==> config.mk <==
export PLATFORM = sky130hd
export DESIGN_NAME = frame_receiver_crc32
export DESIGN_NICKNAME = d
export VERILOG_FILES = /design/src/rtl/core/frc_pkg.sv /design/src/rtl/core/frc_ram.sv /design/src/rtl/core/frame_receiver_crc32.sv
export SDC_FILE = /design/constraint.sdc
export NUM_CORES = 1
export LEC_CHECK = 0
export ABC_AREA = 1
export BUFFER_PORTS_ARGS = -buffer_cell sky130_fd_sc_hd__buf_2
export CAP_MARGIN = 10
export CORE_MARGIN = 3
export CORE_UTILIZATION = 60
export DETAILED_ROUTE_END_ITERATION = 7
export GPL_ROUTABILITY_DRIVEN = 1
export PLACE_DENSITY = 0.78
export SYNTH_ARGS = -nofsm -noshare
export SYNTH_HDL_FRONTEND = slang
export SYNTH_SLANG_ARGS = --single-unit
==> constraint.sdc <==
create_clock -name clk -period 5.1 [get_ports clk]
set_input_delay 0.51 -clock clk [delete_from_list [all_inputs] [get_ports clk]]
set_output_delay 0.51 -clock clk [all_outputs]
set_load 0.05 [all_outputs]
==> src/rtl/core/frc_pkg.sv <==
`timescale 1ns / 1ps

package frc_pkg;

  localparam int PAYLOAD_DEPTH_DEF = 32;

  localparam int CFG_IDX_W = 2;
  localparam logic [CFG_IDX_W-1:0] REG_MAGIC_FIRST      = 2'd0;
  localparam logic [CFG_IDX_W-1:0] REG_MAGIC_SECOND     = 2'd1;
  localparam logic [CFG_IDX_W-1:0] REG_EXPECTED_VERSION = 2'd2;

  localparam logic [31:0] CRC_INIT = 32'hffff_ffff;
  localparam logic [31:0] CRC_POLY = 32'hedb8_8320;

  localparam logic [3:0] HDR_VERSION  = 4'd2;
  localparam logic [3:0] HDR_TYPE     = 4'd3;
  localparam logic [3:0] HDR_FLAGS    = 4'd4;
  localparam logic [3:0] HDR_SEQ_HI   = 4'd5;
  localparam logic [3:0] HDR_SEQ_LO   = 4'd6;
  localparam logic [3:0] HDR_LEN_HI   = 4'd7;
  localparam logic [3:0] HDR_LEN_LO   = 4'd8;

  typedef logic [7:0] byte_t;

  function automatic logic [31:0] crc_bit(input logic [31:0] crc);
    crc_bit = {1'b0, crc[31:1]} ^ (crc[0] ? CRC_POLY : 32'h0);
  endfunction

endpackage

==> src/rtl/core/frc_ram.sv <==
`timescale 1ns / 1ps

module frc_ram #(
  parameter int WIDTH = 8,
  parameter int DEPTH = 32,
  parameter int AW    = (DEPTH > 1) ? $clog2(DEPTH) : 1
) (
  input  logic             clk,
  input  logic             we,
  input  logic [AW-1:0]    waddr,
  input  logic [WIDTH-1:0] wdata,
  input  logic             re,
  input  logic [AW-1:0]    raddr,
  output logic [WIDTH-1:0] rdata
);

  logic [WIDTH-1:0] mem [DEPTH];
  logic [WIDTH-1:0] rdata_r;

  always_ff @(posedge clk) begin
    if (we) begin
      mem[waddr] <= wdata;
    end
    if (re) begin
      rdata_r <= mem[raddr];
    end
  end

  assign rdata = rdata_r;

endmodule

==> src/rtl/core/frame_receiver_crc32.sv <==
`timescale 1ns / 1ps
// Channel   Direction  Payload                                   Handshake
// in_       input      rx_byte                                   in_valid / in_ready
// out_      output     frame header fields, payload byte, last   out_valid / out_ready
// cfg_      input      register index, write data                cfg_valid / cfg_ready
//
// A byte that enters the CRC is accepted and then passes through the serial CRC
// unit, which folds in two bits per cycle; other bytes are only accepted. Each
// result of a good frame passes through M_READ (the read of the payload memory),
// M_LOAD and M_OUT, which holds until out_ready; no byte is taken meanwhile.
// Reset is synchronous; the payload memory needs no clearing pass.

module frame_receiver_crc32 #(
  parameter int PAYLOAD_DEPTH = frc_pkg::PAYLOAD_DEPTH_DEF
) (
  input  logic                         clk,
  input  logic                         rst_n,
  input  logic                         in_valid,
  output logic                         in_ready,
  input  logic [7:0]                   in_rx_byte,
  output logic                         out_valid,
  input  logic                         out_ready,
  output logic [7:0]                   out_frame_type,
  output logic [7:0]                   out_frame_flags,
  output logic [15:0]                  out_frame_sequence,
  output logic [5:0]                   out_payload_length,
  output logic                         out_payload_present,
  output logic [4:0]                   out_payload_index,
  output logic [7:0]                   out_payload_byte,
  output logic                         out_last,
  input  logic                         cfg_valid,
  output logic                         cfg_ready,
  input  logic [frc_pkg::CFG_IDX_W-1:0] cfg_index,
  input  logic [7:0]                   cfg_data
);

  import frc_pkg::*;

  localparam int CW = $clog2(PAYLOAD_DEPTH + 1);
  localparam int AW = (PAYLOAD_DEPTH > 1) ? $clog2(PAYLOAD_DEPTH) : 1;
  localparam logic [15:0] DEPTH16 = 16'(PAYLOAD_DEPTH);

  localparam logic [2:0] PH_MAGIC0  = 3'd0;
  localparam logic [2:0] PH_MAGIC1  = 3'd1;
  localparam logic [2:0] PH_HEADER  = 3'd2;
  localparam logic [2:0] PH_PAYLOAD = 3'd3;
  localparam logic [2:0] PH_CRC     = 3'd4;

  localparam logic [2:0] M_IDLE  = 3'd0;
  localparam logic [2:0] M_SHIFT = 3'd1;
  localparam logic [2:0] M_READ  = 3'd2;
  localparam logic [2:0] M_LOAD  = 3'd3;
  localparam logic [2:0] M_OUT   = 3'd4;

  byte_t magic_first_r, magic_second_r, version_exp_r;

  logic [2:0]    mode_r, mode_nxt;
  logic [2:0]    phase_r, phase_nxt;
  logic [3:0]    hcnt_r, hcnt_nxt;
  logic [CW-1:0] pcnt_r, pcnt_nxt;
  logic [CW-1:0] len_r, len_nxt;
  logic [1:0]    ccnt_r, ccnt_nxt;
  logic [23:0]   rcrc_r, rcrc_nxt;
  logic [31:0]   crc_r, crc_nxt;
  logic [1:0]    shcnt_r, shcnt_nxt;
  logic [CW-1:0] emit_idx_r, emit_idx_nxt;

  byte_t         ver_r, ver_nxt;
  byte_t         type_r, type_nxt;
  byte_t         flags_r, flags_nxt;
  logic [15:0]   seq_r, seq_nxt;
  byte_t         len_hi_r, len_hi_nxt;

  logic          out_valid_r, out_valid_nxt;
  byte_t         o_type_r, o_flags_r, o_byte_r;
  logic [15:0]   o_seq_r;
  logic [5:0]    o_len_r;
  logic          o_present_r, o_last_r;
  logic [4:0]    o_index_r;

  logic          in_acc;
  byte_t         b;
  logic [15:0]   len_full;
  logic [CW-1:0] pcnt_inc;
  logic [CW-1:0] emit_cnt;
  logic          emit_last;
  logic          load_out;
  logic          ram_we;
  byte_t         ram_rdata;

  assign in_ready  = (mode_r == M_IDLE);
  assign in_acc    = in_valid && in_ready;
  assign b         = in_rx_byte;
  assign len_full  = {len_hi_r, b};
  assign pcnt_inc  = pcnt_r + 1'b1;
  assign emit_cnt  = (len_r == '0) ? CW'(1) : len_r;
  assign emit_last = ((emit_idx_r + 1'b1) == emit_cnt);
  assign load_out  = (mode_r == M_LOAD);
  assign ram_we    = in_acc && (phase_r == PH_PAYLOAD);
  assign cfg_ready = 1'b1;

  frc_ram #(
    .WIDTH (8),
    .DEPTH (PAYLOAD_DEPTH),
    .AW    (AW)
  ) u_payload_ram (
    .clk   (clk),
    .we    (ram_we),
    .waddr (pcnt_r[AW-1:0]),
    .wdata (b),
    .re    (mode_r == M_READ),
    .raddr (emit_idx_r[AW-1:0]),
    .rdata (ram_rdata)
  );

  always_comb begin
    mode_nxt      = mode_r;
    phase_nxt     = phase_r;
    hcnt_nxt      = hcnt_r;
    pcnt_nxt      = pcnt_r;
    len_nxt       = len_r;
    ccnt_nxt      = ccnt_r;
    rcrc_nxt      = rcrc_r;
    crc_nxt       = crc_r;
    shcnt_nxt     = shcnt_r;
    emit_idx_nxt  = emit_idx_r;
    ver_nxt       = ver_r;
    type_nxt      = type_r;
    flags_nxt     = flags_r;
    seq_nxt       = seq_r;
    len_hi_nxt    = len_hi_r;
    out_valid_nxt = out_valid_r;

    case (mode_r)
      M_IDLE: begin
        if (in_acc) begin
          case (phase_r)
            PH_MAGIC0: begin
              if (b == magic_first_r) begin
                crc_nxt   = CRC_INIT ^ {24'h0, b};
                hcnt_nxt  = 4'd1;
                phase_nxt = PH_MAGIC1;
                mode_nxt  = M_SHIFT;
              end
            end
            PH_MAGIC1: begin
              if (b == magic_second_r) begin
                crc_nxt   = crc_r ^ {24'h0, b};
                hcnt_nxt  = 4'd2;
                phase_nxt = PH_HEADER;
                mode_nxt  = M_SHIFT;
              end else begin
                phase_nxt = PH_MAGIC0;
                hcnt_nxt  = '0;
                crc_nxt   = CRC_INIT;
              end
            end
            PH_HEADER: begin
              hcnt_nxt = hcnt_r + 4'd1;
              crc_nxt  = crc_r ^ {24'h0, b};
              mode_nxt = M_SHIFT;
              case (hcnt_r)
                HDR_VERSION: ver_nxt         = b;
                HDR_TYPE:    type_nxt        = b;
                HDR_FLAGS:   flags_nxt       = b;
                HDR_SEQ_HI:  seq_nxt[15:8]   = b;
                HDR_SEQ_LO:  seq_nxt[7:0]    = b;
                HDR_LEN_HI:  len_hi_nxt      = b;
                default: begin
                end
              endcase
              if (hcnt_r == HDR_LEN_LO) begin
                if (ver_r != version_exp_r || len_full > DEPTH16) begin
                  phase_nxt = PH_MAGIC0;
                  hcnt_nxt  = '0;
                  crc_nxt   = CRC_INIT;
                  mode_nxt  = M_IDLE;
                end else begin
                  len_nxt   = CW'(len_full);
                  pcnt_nxt  = '0;
                  ccnt_nxt  = '0;
                  phase_nxt = (len_full == 16'h0) ? PH_CRC : PH_PAYLOAD;
                end
              end
            end
            PH_PAYLOAD: begin
              pcnt_nxt = pcnt_inc;
              crc_nxt  = crc_r ^ {24'h0, b};
              mode_nxt = M_SHIFT;
              if (pcnt_inc >= len_r) begin
                ccnt_nxt  = '0;
                phase_nxt = PH_CRC;
              end
            end
            PH_CRC: begin
              rcrc_nxt = {rcrc_r[15:0], b};
              ccnt_nxt = ccnt_r + 2'd1;
              if (ccnt_r == 2'd3) begin
                if (~crc_r == {rcrc_r, b}) begin
                  emit_idx_nxt = '0;
                  mode_nxt     = M_READ;
                end
                phase_nxt = PH_MAGIC0;
                hcnt_nxt  = '0;
                pcnt_nxt  = '0;
                ccnt_nxt  = '0;
                crc_nxt   = CRC_INIT;
              end
            end
            default: begin
              phase_nxt = PH_MAGIC0;
              hcnt_nxt  = '0;
              pcnt_nxt  = '0;
              ccnt_nxt  = '0;
              crc_nxt   = CRC_INIT;
            end
          endcase
        end
      end
      M_SHIFT: begin
        crc_nxt   = crc_bit(crc_bit(crc_r));
        shcnt_nxt = shcnt_r + 2'd1;
        if (shcnt_r == 2'd3) begin
          mode_nxt = M_IDLE;
        end
      end
      M_READ: begin
        mode_nxt = M_LOAD;
      end
      M_LOAD: begin
        out_valid_nxt = 1'b1;
        mode_nxt      = M_OUT;
      end
      M_OUT: begin
        if (out_ready) begin
          out_valid_nxt = 1'b0;
          if (emit_last) begin
            mode_nxt = M_IDLE;
          end else begin
            emit_idx_nxt = emit_idx_r + 1'b1;
            mode_nxt     = M_READ;
          end
        end
      end
      default: begin
        mode_nxt      = M_IDLE;
        out_valid_nxt = 1'b0;
      end
    endcase
  end

  always_ff @(posedge clk) begin
    if (!rst_n) begin
      magic_first_r  <= '0;
      magic_second_r <= '0;
      version_exp_r  <= '0;
      mode_r         <= M_IDLE;
      phase_r        <= PH_MAGIC0;
      hcnt_r         <= '0;
      pcnt_r         <= '0;
      len_r          <= '0;
      ccnt_r         <= '0;
      crc_r          <= CRC_INIT;
      shcnt_r        <= '0;
      emit_idx_r     <= '0;
      out_valid_r    <= 1'b0;
    end else begin
      if (cfg_valid && cfg_ready) begin
        case (cfg_index)
          REG_MAGIC_FIRST:      magic_first_r  <= cfg_data;
          REG_MAGIC_SECOND:     magic_second_r <= cfg_data;
          REG_EXPECTED_VERSION: version_exp_r  <= cfg_data;
          default: begin
          end
        endcase
      end
      mode_r      <= mode_nxt;
      phase_r     <= phase_nxt;
      hcnt_r      <= hcnt_nxt;
      pcnt_r      <= pcnt_nxt;
      len_r       <= len_nxt;
      ccnt_r      <= ccnt_nxt;
      crc_r       <= crc_nxt;
      shcnt_r     <= shcnt_nxt;
      emit_idx_r  <= emit_idx_nxt;
      out_valid_r <= out_valid_nxt;
    end
  end

  always_ff @(posedge clk) begin
    rcrc_r   <= rcrc_nxt;
    ver_r    <= ver_nxt;
    type_r   <= type_nxt;
    flags_r  <= flags_nxt;
    seq_r    <= seq_nxt;
    len_hi_r <= len_hi_nxt;
    if (load_out) begin
      o_type_r    <= type_r;
      o_flags_r   <= flags_r;
      o_seq_r     <= seq_r;
      o_len_r     <= 6'(len_r);
      o_present_r <= (len_r != '0);
      o_index_r   <= (len_r != '0) ? 5'(emit_idx_r) : 5'd0;
      o_byte_r    <= (len_r != '0) ? ram_rdata : 8'h00;
      o_last_r    <= emit_last;
    end
  end

  assign out_valid           = out_valid_r;
  assign out_frame_type      = o_type_r;
  assign out_frame_flags     = o_flags_r;
  assign out_frame_sequence  = o_seq_r;
  assign out_payload_length  = o_len_r;
  assign out_payload_present = o_present_r;
  assign out_payload_index   = o_index_r;
  assign out_payload_byte    = o_byte_r;
  assign out_last            = o_last_r;

  a_no_rx_while_emitting: assert property (@(posedge clk) disable iff (!rst_n)
    !(in_ready && out_valid))
    else $error("Byte transaction possible while a result is pending.");

  a_shift_ends: assert property (@(posedge clk) disable iff (!rst_n)
    (mode_r == M_SHIFT && shcnt_r == 2'd3) |=> (mode_r == M_IDLE))
    else $error("CRC unit did not finish after four cycles.");

  a_empty_is_last: assert property (@(posedge clk) disable iff (!rst_n)
    (out_valid && !out_payload_present) |-> out_last)
    else $error("Empty frame result is not marked last.");

  a_last_frees_input: assert property (@(posedge clk) disable iff (!rst_n)
    (out_valid && out_ready && out_last) |=> in_ready)
    else $error("Input not released after the final result.");

  a_payload_in_range: assert property (@(posedge clk) disable iff (!rst_n)
    (phase_r == PH_PAYLOAD) |-> (len_r != '0 && pcnt_r < len_r))
    else $error("Payload count outside the declared length.");

endmodule
==> run metrics, run 1 <==
Data arrival, critical path approximately 3.8 ns; DR DRC count 0; Synth top area share 0.579; VDD IR max roughly 220 uV; Port Buf Inserts 77; I/O pins approximately 80; Num CTS Buffers 46; Setup TNS 0 ns; post-CTS sizing 0; Worst Path Max Fanout ~70; Worst Hold Class in2reg; area of the multi-input gates slightly below 6000 um2; Worst Setup End Kind flop; Detailed Place HPWL between 20 and 30 mm; row count 66; CTS tree done; dominant synthesized flop cell edfxtp_1; critical path's slowest cell clkinv_2; mean post-synth cell area roughly 11 um2; Slew @ Worst Pin 1.27 ns; Die Span Y approximately 190 um; Synth Cell Area roughly 20000 um2; P&R area growth vs syn 11.1%; number of flops mapped to enable cells by yosys 389; core box area 32900 um2; gr ovfl total 0; share of cells above drive strength 1 0.136; most common cell in the synthesized netlist edfxtp_1; initial antenna violation count 0; final core utilization 0.682; H-tree Lvls 2; Clock Tree Buf Depth 3; Max-slew headroom 0.150; Worst Path Required between 5 and 6 ns; Finish-stage setup viols 0; Fin Clk Skew 0.0271 ns; worst path cell trace clkinv_2, buf_4, o21ai_0, o22ai_1, o21ai_0, o21ai_0, nor2_1, a21oi_1; DRT iter0 DRCs approximately 1700; All-Layer GR Usage 0.267; Max-Cap Viols 0; die width 189 um; Syn. warnings 0; Seq cells post-synth 478; drt pass-1 iters 5; RePlAce Congestion about 0.87; final wirelength approximately 48 mm; final non-filler cell area between 20000 and 25000 um2; Final Max Slew Viols 0; max incr delay on CP around 0.9 ns; root buf cell clkbuf_16; Max Freq 286 MHz; leak pwr slightly above 8 nW; vias post-DR around 14000; syn nets roughly 1900; largest area contributor in the netlist edfxtp_1; first-pass GRT wire length around 75 mm; Post-DP Area around 21000 um2; n_diodes 0; unrepaired setup endpoints after global routing false; Routed Antenna Nets 0; PwrDens approximately 420 nW/um2; vias in the first global route approximately 14000; clock latency on the worst-skew pair roughly 0.56 ns; Initial Util 0.614; post-layout min period roughly 3.5 ns; CTS sink cnt about 480; status finished, final reports clean; top cells by area, synth edfxtp_1 58%, dfxtp_1 8.8%, nor2_1 5.9%; vias per std cell roughly 6; Cell variety after synth between 40 and 50; hold_buf cts 0; synthesized instance count 1825; crit-path most repeated cell o21ai_0; die area approximately 36000 um2; largest net degree at the start of global routing a little over 70; Post-synth ARST share 0; Tcrit/Tclk final 0.686; crit path kind reg2reg; Filler cells around 2400; WL/cell a little over 20 um; Seq/Total Area, Yosys 0.667; Critical Path Start Type flop; Post-CTS Setup Inserts 0; Final nets between 1500 and 2000; Reg area 13500 um2; Reg clk slew, reported paths ~0.06 ns; Commonest cells post-synth 389 x edfxtp_1, 315 x nor2_1, 252 x nand2_1; Fin. Hold Viols 0
-- sequential cells by signal (all words and copies together), names as in the netlist, 4 cells and up --
signal / count
u_payload_ram.mem: 256
crc_r: 32
rcrc_r: 24
out_frame_sequence: 16
seq_r: 16
flags_r: 8
len_hi_r: 8
magic_first_r: 8
magic_second_r: 8
out_frame_flags: 8
out_frame_type: 8
out_payload_byte: 8
type_r: 8
u_payload_ram.rdata: 8
ver_r: 8
version_exp_r: 8
emit_idx_r: 6
len_r: 6
out_payload_length: 6
pcnt_r: 6
out_payload_index: 5
hcnt_r: 4
-- worst max-delay path: cells and delay by family (launching register included) --
kind / cells / cell delay, ns
flops: 1 / 0.79
buf+inv: 2 / 1.46
simple gates: 1 / 0.21
compound gates: 5 / 0.64
-- placed cells by master (no fill, tap or decap), types with 9 or more instances in the layout --
cell / count
dfxtp_1: 87
inv_1: 94
o22ai_1: 39
nand3_2: 25
buf_2: 78
clkinv_1: 12
o21ai_0: 199
nand3_1: 70
inv_2: 15
nor2_1: 313
xor2_1: 21
a21oi_1: 53
nand2_1: 252
nor3_1: 13
buf_4: 20
clkbuf_16: 46
nand4_1: 11
edfxtp_1: 389
xnor2_1: 16
nor2_2: 9
ha_1: 17
o211ai_1: 9
nand2_2: 28
o221ai_1: 38
-- worst paths after layout --
path / from / endpoint / slack (ns) / depth (start not counted)
hold reg to reg: type_r[5]$_DFFE_PP_ / out_frame_type[5]$_DFFE_PP_ / 0.42 / 0
hold / removal: cfg_data[7] / version_exp_r[7]$_SDFFE_PN0P_ / 0.23 / 3
setup / recovery: emit_idx_r[0]$_SDFFE_PN0P_ / u_payload_ram.rdata[4]$_DFFE_PP_ / 1.60 / 8
setup reg to reg: emit_idx_r[0]$_SDFFE_PN0P_ / u_payload_ram.rdata[4]$_DFFE_PP_ / 1.60 / 8
-- area by class of cell --
class                   count  share of cell area
flip-flops and latches    478               0.601
multi-input cells        1151               0.263
clock buffers              53              0.0525
well taps                 442              0.0247
repair buffers             98              0.0241
inverters                 112              0.0188
clock inverters            31              0.0165
-- kinds of logic after synthesis --
family          share of synthesized area
xor+xnor                           0.0177
fa+ha+maj                          0.0105
simple gates                        0.161
buf+inv                            0.0416
compound gates                      0.102
other cells                      0.000186
flops                               0.667
-- report_power, final --
group          switching, W  total (W)  internal (W)  leakage (nW)
Combinational      0.000846    0.00127      0.000424          3.15
Clock               0.00141    0.00348       0.00207         0.752
Sequential         0.000244    0.00464       0.00439          4.23
-- routing by layer --
metal,vias to the layer above,track usage,wire [um]
met2,814,0.422,22100
met4,0,0.0805,1240
met3,115,0.0605,5540
met5,-,0,0
met1,6809,0.377,19100
li1,6513,-,-
-- stage by stage --
| stage | setup slack [ns] | instances | power [W] | hold slack (ns) |
|---|---|---|---|---|
| floorplan | 1.90 | 1825 | 0.00565 | 0.400 |
| CTS | 1.73 | 2364 | 0.00940 | 0.210 |
| finish | 1.60 | 2365 | 0.00938 | 0.229 |
| global route | 1.37 | 2365 | 0.00975 | 0.226 |
| global placement | 1.88 | 2280 | 0.00591 | 0.402 |
| detailed placement | 1.76 | 2280 | 0.00596 | 0.405 |
(Power assumes the default switching activity.)
==> run 2, diff against run 1 <==
--- a/config.mk
+++ b/config.mk
@@ -9,10 +9,10 @@
 export BUFFER_PORTS_ARGS = -buffer_cell sky130_fd_sc_hd__buf_2
 export CAP_MARGIN = 10
 export CORE_MARGIN = 3
-export CORE_UTILIZATION = 60
+export CORE_UTILIZATION = 56
 export DETAILED_ROUTE_END_ITERATION = 7
 export GPL_ROUTABILITY_DRIVEN = 1
-export PLACE_DENSITY = 0.78
+export PLACE_DENSITY = 0.76
 export SYNTH_ARGS = -nofsm -noshare
 export SYNTH_HDL_FRONTEND = slang
 export SYNTH_SLANG_ARGS = --single-unit
==> constraint.sdc (replaced) <==
create_clock -name clk -period 3.1 [get_ports clk]
set_input_delay 0.31 -clock clk [delete_from_list [all_inputs] [get_ports clk]]
set_output_delay 0.31 -clock clk [all_outputs]
set_load 0.05 [all_outputs]
==> run 2 against run 1 <==
  * Die area increased by 6.9%
  * Global-route usage decreased by 1.6 points
  * Via count is 0.62% lower
  * Sequential share of layout area shrank 0.35 points
  * Utilization decreased by 3.9 points
  * Maximum frequency rose by 33%
  * Routed wire length rose by 1.7%
  * Non-clock buffer count up 20
  * Clock skew fell by 0.0090 ns
  * First-iteration DRC count down 1.9%
  * Largest power group unchanged
==> run metrics, run 2 (same netlist as run 1, synthesis figures left out) <==
unrepaired setup endpoints after global routing false; Finish-stage setup viols 0 (unchanged); worst path cell trace inv_2, nand2_1, nor2_4, nand2_2, nor2_1, nand2_1, nor2_1; post-layout min period 2.63 ns (-0.864 ns); gr ovfl total 0 (unchanged); top flop regs u_payload_ram.mem: 256 flops, crc_r: 32 flops, rcrc_r: 24 flops; DR DRC count 0 (unchanged); die area 38300 um2 (+6.9%); Fin. Hold Viols 0 (unchanged); WL/cell 20.4 um (+0.15%); Worst Path Required 3.29 ns (-2.10 ns); critical path's slowest cell nor2_1; Setup WS post-layout 0.465 ns (-1.14 ns); P&R area growth vs syn 11.8%; pre-CTS setup slack 0.519 ns (-1.24 ns); Worst Setup End Kind flop; Max Freq 380 MHz (+33%); Port Buf Inserts 77 (unchanged); crit path kind reg2reg; Clock Tree Buf Depth 3 (unchanged); DP Cell Count 2313 (+1.4%); Final Max Slew Viols 0 (unchanged); leak pwr 8.22 nW (+1.1%); Critical Path Start Type flop; commonest non-fill, non-tap cells in the layout 389 x edfxtp_1, 313 x nor2_1, 252 x nand2_1; vias per std cell 5.90 (-2.1%); initial antenna violation count 0 (unchanged); Num CTS Buffers 47 (+2.2%); status finished, final reports clean; Non-Filler Instances 2402 (+1.6%); Detailed Place HPWL 31.2 mm (+5.7%); vias in the first global route 13400 (-2.8%); Initial Util 0.575 (-0.0383); Tcrit/Tclk final 0.850 (+0.164); VDD IR max 631 uV (+180%); row count 68 (+3.0%); post-CTS sizing 0 (unchanged); I/O pins 79 (unchanged); max reg flops 256 (unchanged); Reg clk slew, reported paths 0.06 ns (about the same); die width 196 um (+3.4%); Setup TNS 0 ns (unchanged); Die Span Y 196 um (+3.4%); Fin Clk Skew 0.0181 ns (-0.00901 ns); Slew @ Worst Pin 0.948 ns (-0.322 ns); final wirelength 48.9 mm (+1.7%); DRT iter0 DRCs 1676 (-1.9%); Worst Path Max Fanout 9 (-87%); RePlAce Congestion 0.881 (+1.6%); All-Layer GR Usage 0.252 (-0.0158); vias post-DR 14200 (-0.62%); clock latency on the worst-skew pair 0.57 ns (about the same); Data arrival, critical path 2.83 ns (-0.96 ns); Routed Antenna Nets 0 (unchanged); Max-slew headroom 0.368 (+0.218); core box area 35100 um2 (+6.7%); Biggest register u_payload_ram.mem; n_diodes 0 (unchanged); Hold WS 0.0152 ns (-0.213 ns); Worst Hold Class in2reg; share of cells above drive strength 1 0.145 (+0.00911); PwrDens 672 nW/um2 (+60%); max incr delay on CP 0.66 ns (-0.26 ns); Final nets 1948 (+1.1%); root buf cell clkbuf_16; first-pass GRT wire length 75.6 mm (+0.89%); H-tree Lvls 2 (unchanged); Max-Cap Viols 0 (unchanged); commonest non-fill, non-tap cell in the layout edfxtp_1; CTS tree done; drt pass-1 iters 5 (unchanged); CTS sink cnt 478 (unchanged); largest net degree at the start of global routing 87 (+21%)
run 2: changes by cell type in the layout (fill, tap and decap cells not counted), sizes merged:
cell,change
buf,+19
dlygate4sd3,+1
bufinv,-6
inv,-2
clkinv,+2
clkbuf,+10
run 2: metrics by stage:
stage / cell area [um2] / total power [W] / utilization
CTS: 22500 / 0.0152 / 0.643
finish: 22500 / 0.0151 / 0.643
floorplan: 20200 / 0.00930 / -
detailed placement: 21100 / 0.00980 / 0.601
global route: 22500 / 0.0158 / 0.643
global placement: 21100 / 0.00974 / 0.601
run 2: path summary, 6_finish.rpt:
| check | from | slack, ns | depth (start not counted) | to |
|---|---|---|---|---|
| hold reg to reg | flags_r[6]$_DFFE_PP_ | 0.42 | 0 | out_frame_flags[6]$_DFFE_PP_ |
| hold / removal | cfg_data[3] | 0.02 | 3 | magic_first_r[3]$_SDFFE_PN0P_ |
| setup reg to reg | mode_r[2]$_SDFFE_PN0P_ | 0.47 | 7 | u_payload_ram.mem[23][0]$_DFFE_PP_ |
| setup / recovery | mode_r[2]$_SDFFE_PN0P_ | 0.47 | 7 | u_payload_ram.mem[23][0]$_DFFE_PP_ |
run 2: cell type report:
type                    instances  area (um2)
clock buffers                  63        1300
repair buffers                118         721
clock inverters                25         190
fillers                      2610       12500
flip-flops and latches        478       13500
inverters                     112         422
multi-input cells            1151        5880
well taps                     455         569
run 2: per-layer routing:
metal	vias up	routed length (um)	part of all wire	GRT usage
li1	6568	-	-	-
met1	6684	20000	0.41	0.362
met2	801	22600	0.46	0.395
met3	110	4830	0.099	0.0419
met4	0	1490	0.031	0.0837
met5	-	0	0	0
run 2: power by group:
part | switching [W] | internal, W | total [W]
Combinational | 0.00143 | 0.000713 | 0.00214
Sequential | 0.000341 | 0.00722 | 0.00756
Clock | 0.00232 | 0.00311 | 0.00544
Total | 0.00409 | 0.0110 | 0.0151
run 2: critical path: cells and delay by family (launching register included):
kind,cells,cell delay (ns)
buf+inv,1,0.07
simple gates,6,1.85
flops,1,0.33
run 2: timing repair:
item | CTS | global route
endpoints found under the hold margin | 1 | 0
hold buffers | 1 | 0
setup buffers | 0 | 0
==> run 3, diff against run 2 <==
--- a/config.mk
+++ b/config.mk
@@ -5,14 +5,14 @@
 export SDC_FILE = /design/constraint.sdc
 export NUM_CORES = 1
 export LEC_CHECK = 0
-export ABC_AREA = 1
+export ABC_AREA = 0
 export BUFFER_PORTS_ARGS = -buffer_cell sky130_fd_sc_hd__buf_2
 export CAP_MARGIN = 10
 export CORE_MARGIN = 3
-export CORE_UTILIZATION = 56
+export CORE_UTILIZATION = 55
 export DETAILED_ROUTE_END_ITERATION = 7
 export GPL_ROUTABILITY_DRIVEN = 1
-export PLACE_DENSITY = 0.76
+export PLACE_DENSITY = 0.75
 export SYNTH_ARGS = -nofsm -noshare
 export SYNTH_HDL_FRONTEND = slang
 export SYNTH_SLANG_ARGS = --single-unit
==> constraint.sdc (replaced) <==
create_clock -name clk -period 2.4 [get_ports clk]
set_input_delay 0.24 -clock clk [delete_from_list [all_inputs] [get_ports clk]]
set_output_delay 0.24 -clock clk [all_outputs]
set_load 0.05 [all_outputs]
==> run 3 against run 2 <==
  * Sequential share of layout area shrank 0.20 points
  * Cell area grew 0.34%
  * Die area shrank 2.1%
  * Area after synthesis shrank 3.9%
  * Synthesized cell count shrank 33%
  * First-iteration DRC count shrank 35%
  * Critical path depth shrank 2
  * Routed wire length shrank 8.6%
  * Non-clock buffer count grew 77
  * Flip-flop and latch count is the same
  * Utilization grew 1.0 points
  * Sequential power grew 20%
==> run metrics, run 3 <==
status finished, final reports clean; max reg flops 256 (unchanged); Synth Cell Area 19400 um2 (-3.9%); commonest non-fill, non-tap cell in the layout edfxtp_1; Reg clk slew, reported paths 0.07 ns (about the same); register share of total power 0.529 (+0.029); Synth top area share 0.603 (+0.0235); Tcrit/Tclk final 0.986 (+0.136); share of cells above drive strength 1 0.257 (+0.112); Worst Setup End Kind flop; Total Power 0.0171 W (+13%); crit-path most repeated cell mux4_2; most common cell in the synthesized netlist edfxtp_1; Biggest register u_payload_ram.mem; root buf cell clkbuf_16; Data arrival, critical path 2.68 ns (-0.15 ns); max incr delay on CP 0.53 ns (-0.13 ns); Detailed Place HPWL 28.6 mm (-8.2%); vias in the first global route 11200 (-16%); Worst Path Required 2.71 ns (-0.58 ns); final non-filler cell area 22600 um2 (+0.34%); Routed Antenna Nets 0 (unchanged); All-Layer GR Usage 0.235 (-0.0165); vias per std cell 5.91 (+0.26%); Fin Clk Skew 0.0319 ns (+0.0138 ns); critical path's slowest cell mux4_2; DRT iter0 DRCs 1093 (-35%); Pint 0.0135 W (+22%); clock latency on the worst-skew pair 0.57 ns (about the same); top flop regs u_payload_ram.mem: 256 flops, crc_r: 32 flops, rcrc_r: 24 flops; P&R area growth vs syn 16.7%; Die Span Y 194 um (-1.1%); switching share of total power 0.209 (-0.0612); PwrDens 756 nW/um2 (+12%); crit path kind reg2reg; die area 37500 um2 (-2.1%); Seq/Total Area, Yosys 0.695 (+0.0271); commonest non-fill, non-tap cells in the layout 389 x edfxtp_1, 117 x nor2_1, 98 x buf_4; dominant synthesized flop cell edfxtp_1; Net Sw Power 0.00357 W (-13%); H-tree Lvls 2 (unchanged); row count 68 (unchanged); largest net degree at the start of global routing 50 (-43%); area of the multi-input gates 5580 um2 (-5.1%); DP Cell Count 1789 (-23%); Slew @ Worst Pin 0.770 ns (-0.177 ns); Setup WS post-layout 0.0345 ns (-0.431 ns); drt pass-1 iters 5 (unchanged); Commonest cells post-synth 389 x edfxtp_1, 118 x nor2_1, 89 x dfxtp_1; post-layout min period 2.37 ns (-0.269 ns); Cell variety after synth 62 (+51%); first-pass GRT wire length 67.3 mm (-11%); combinational fraction of design power 0.044 (-0.097); I/O pins 79 (unchanged); final wirelength 44.7 mm (-8.6%); worst path cell trace clkbuf_4, clkbuf_16, mux4_2, mux4_2, mux2_2; Finish-stage setup viols 0 (unchanged); clock share of power 0.427 (+0.068); DR DRC count 0 (unchanged); core box area 34600 um2 (-1.2%); Max-Cap Viols 0 (unchanged); Num CTS Buffers 46 (-2.1%); pre-CTS setup slack -0.0135 ns (-0.532 ns); Non-Filler Instances 1888 (-21%); Final nets 1437 (-26%); Initial Util 0.560 (-0.0157); Max-slew headroom 0.483 (+0.115); initial antenna violation count 2 (+2); Worst Hold Class in2reg; Final Max Slew Viols 0 (unchanged); leak pwr 7.72 nW (-6.1%); RePlAce Congestion 0.865 (-1.8%); largest area contributor in the netlist edfxtp_1; Critical Path Start Type flop; final core utilization 0.653 (+0.0101); top cells by area, synth edfxtp_1 60%, mux4_2 9.3%, dfxtp_1 9.2%; VDD IR max 668 uV (+5.9%); Filler cells 2294 (-12%); Max Freq 423 MHz (+11%); number of flops mapped to enable cells by yosys 389 (unchanged); Post-synth ARST share 0 (unchanged); Seq cells post-synth 478 (unchanged); Clock Tree Buf Depth 3 (unchanged); Syn. warnings 0 (unchanged); synthesized instance count 1222 (-33%); WL/cell 23.7 um (+16%); mean post-synth cell area 15.9 um2 (+44%); Fin. Hold Viols 0 (unchanged); gr ovfl total 0 (unchanged); Post-DP Area 20900 um2 (-0.71%); syn nets 1262 (-32%); Port Buf Inserts 77 (unchanged); Reg area 13500 um2 (about the same); Worst Path Max Fanout 16 (+7); CTS tree done; vias post-DR 11200 (-21%); die width 194 um (-1.1%); CTS sink cnt 478 (unchanged)
## run 3: changes by cell type in the layout (fill, tap and decap cells not counted), sizes merged, moves of 17 or more
cell / previous run / this run
nor3: 16 / 34
nand2: 283 / 65
o21ai: 200 / 48
o221ai: 38 / 0
and2: 0 / 17
mux4: 0 / 80
mux2i: 0 / 33
nor2: 326 / 118
buf: 117 / 184
a21oi: 53 / 24
xnor2: 18 / 76
inv: 110 / 16
nand3: 95 / 13
o22ai: 39 / 1
## run 3: metrics by stage
stage,hold slack [ns],TNS [ns]
floorplan,0.339,0
global placement,0.402,0
detailed placement,0.406,-0.0175
CTS,0.0264,-0.00513
global route,0.0606,-0.0195
finish,0.0666,0
## run 3: metal layers
layer | track usage | vias to the layer above | share of wire
li1 | - | 4973 | -
met1 | 0.307 | 5596 | 0.39
met5 | 0 | - | 0.00029
met2 | 0.400 | 490 | 0.50
met3 | 0.0441 | 100 | 0.074
met4 | 0.0838 | 2 | 0.033
## run 3: kinds of logic after synthesis
group	share of synthesized area
compound gates	0.0383
xor+xnor	0.0443
fa+ha+maj	0.0110
buf+inv	0.0190
flops	0.695
mux	0.115
other cells	0.000193
simple gates	0.0780
## run 3: layout make-up
class	instances	share of cell area
diodes	1	0.000111
clock buffers	54	0.0531
clock inverters	29	0.0143
inverters	15	0.00249
multi-input cells	661	0.247
flip-flops and latches	478	0.595
well taps	455	0.0252
repair buffers	195	0.0629
## run 3: worst paths after layout
path	start	slack, ns	depth (start not counted)	endpoint
hold reg to reg	type_r[4]$_DFFE_PP_	0.43	0	out_frame_type[4]$_DFFE_PP_
hold / removal	rst_n	0.07	3	emit_idx_r[1]$_SDFFE_PN0P_
setup / recovery	emit_idx_r[0]$_SDFFE_PN0P_	0.03	5	u_payload_ram.rdata[7]$_DFFE_PP_
setup reg to reg	emit_idx_r[0]$_SDFFE_PN0P_	0.03	5	u_payload_ram.rdata[7]$_DFFE_PP_
## run 3: critical path: cells and delay by family (launching register included)
kind     cells  cell delay, ns
flops        1            0.38
mux          3            1.30
buf+inv      2            0.42
## run 3: timing repair
item	4_1_cts	5_1_grt
endpoints found under the hold margin	22	0
buffers inserted	0	5
endpoints found under the setup margin	3	17
pin swaps	0	2
hold buffers	9	0
cloned	0	1
resized for setup	2	4
## run 3: power groups by stage
| stage | Sequential (W) | Clock, W | Combinational [W] |
|---|---|---|---|
| after floorplan | 0.00920 | 0 | 0.000441 |
| after global placement | 0.00921 | 0 | 0.000706 |
| after detailed placement | 0.00922 | 0 | 0.000726 |
| after CTS | 0.00904 | 0.00740 | 0.000744 |
| after global routing | 0.00904 | 0.00773 | 0.000818 |
| final | 0.00904 | 0.00730 | 0.000751 |
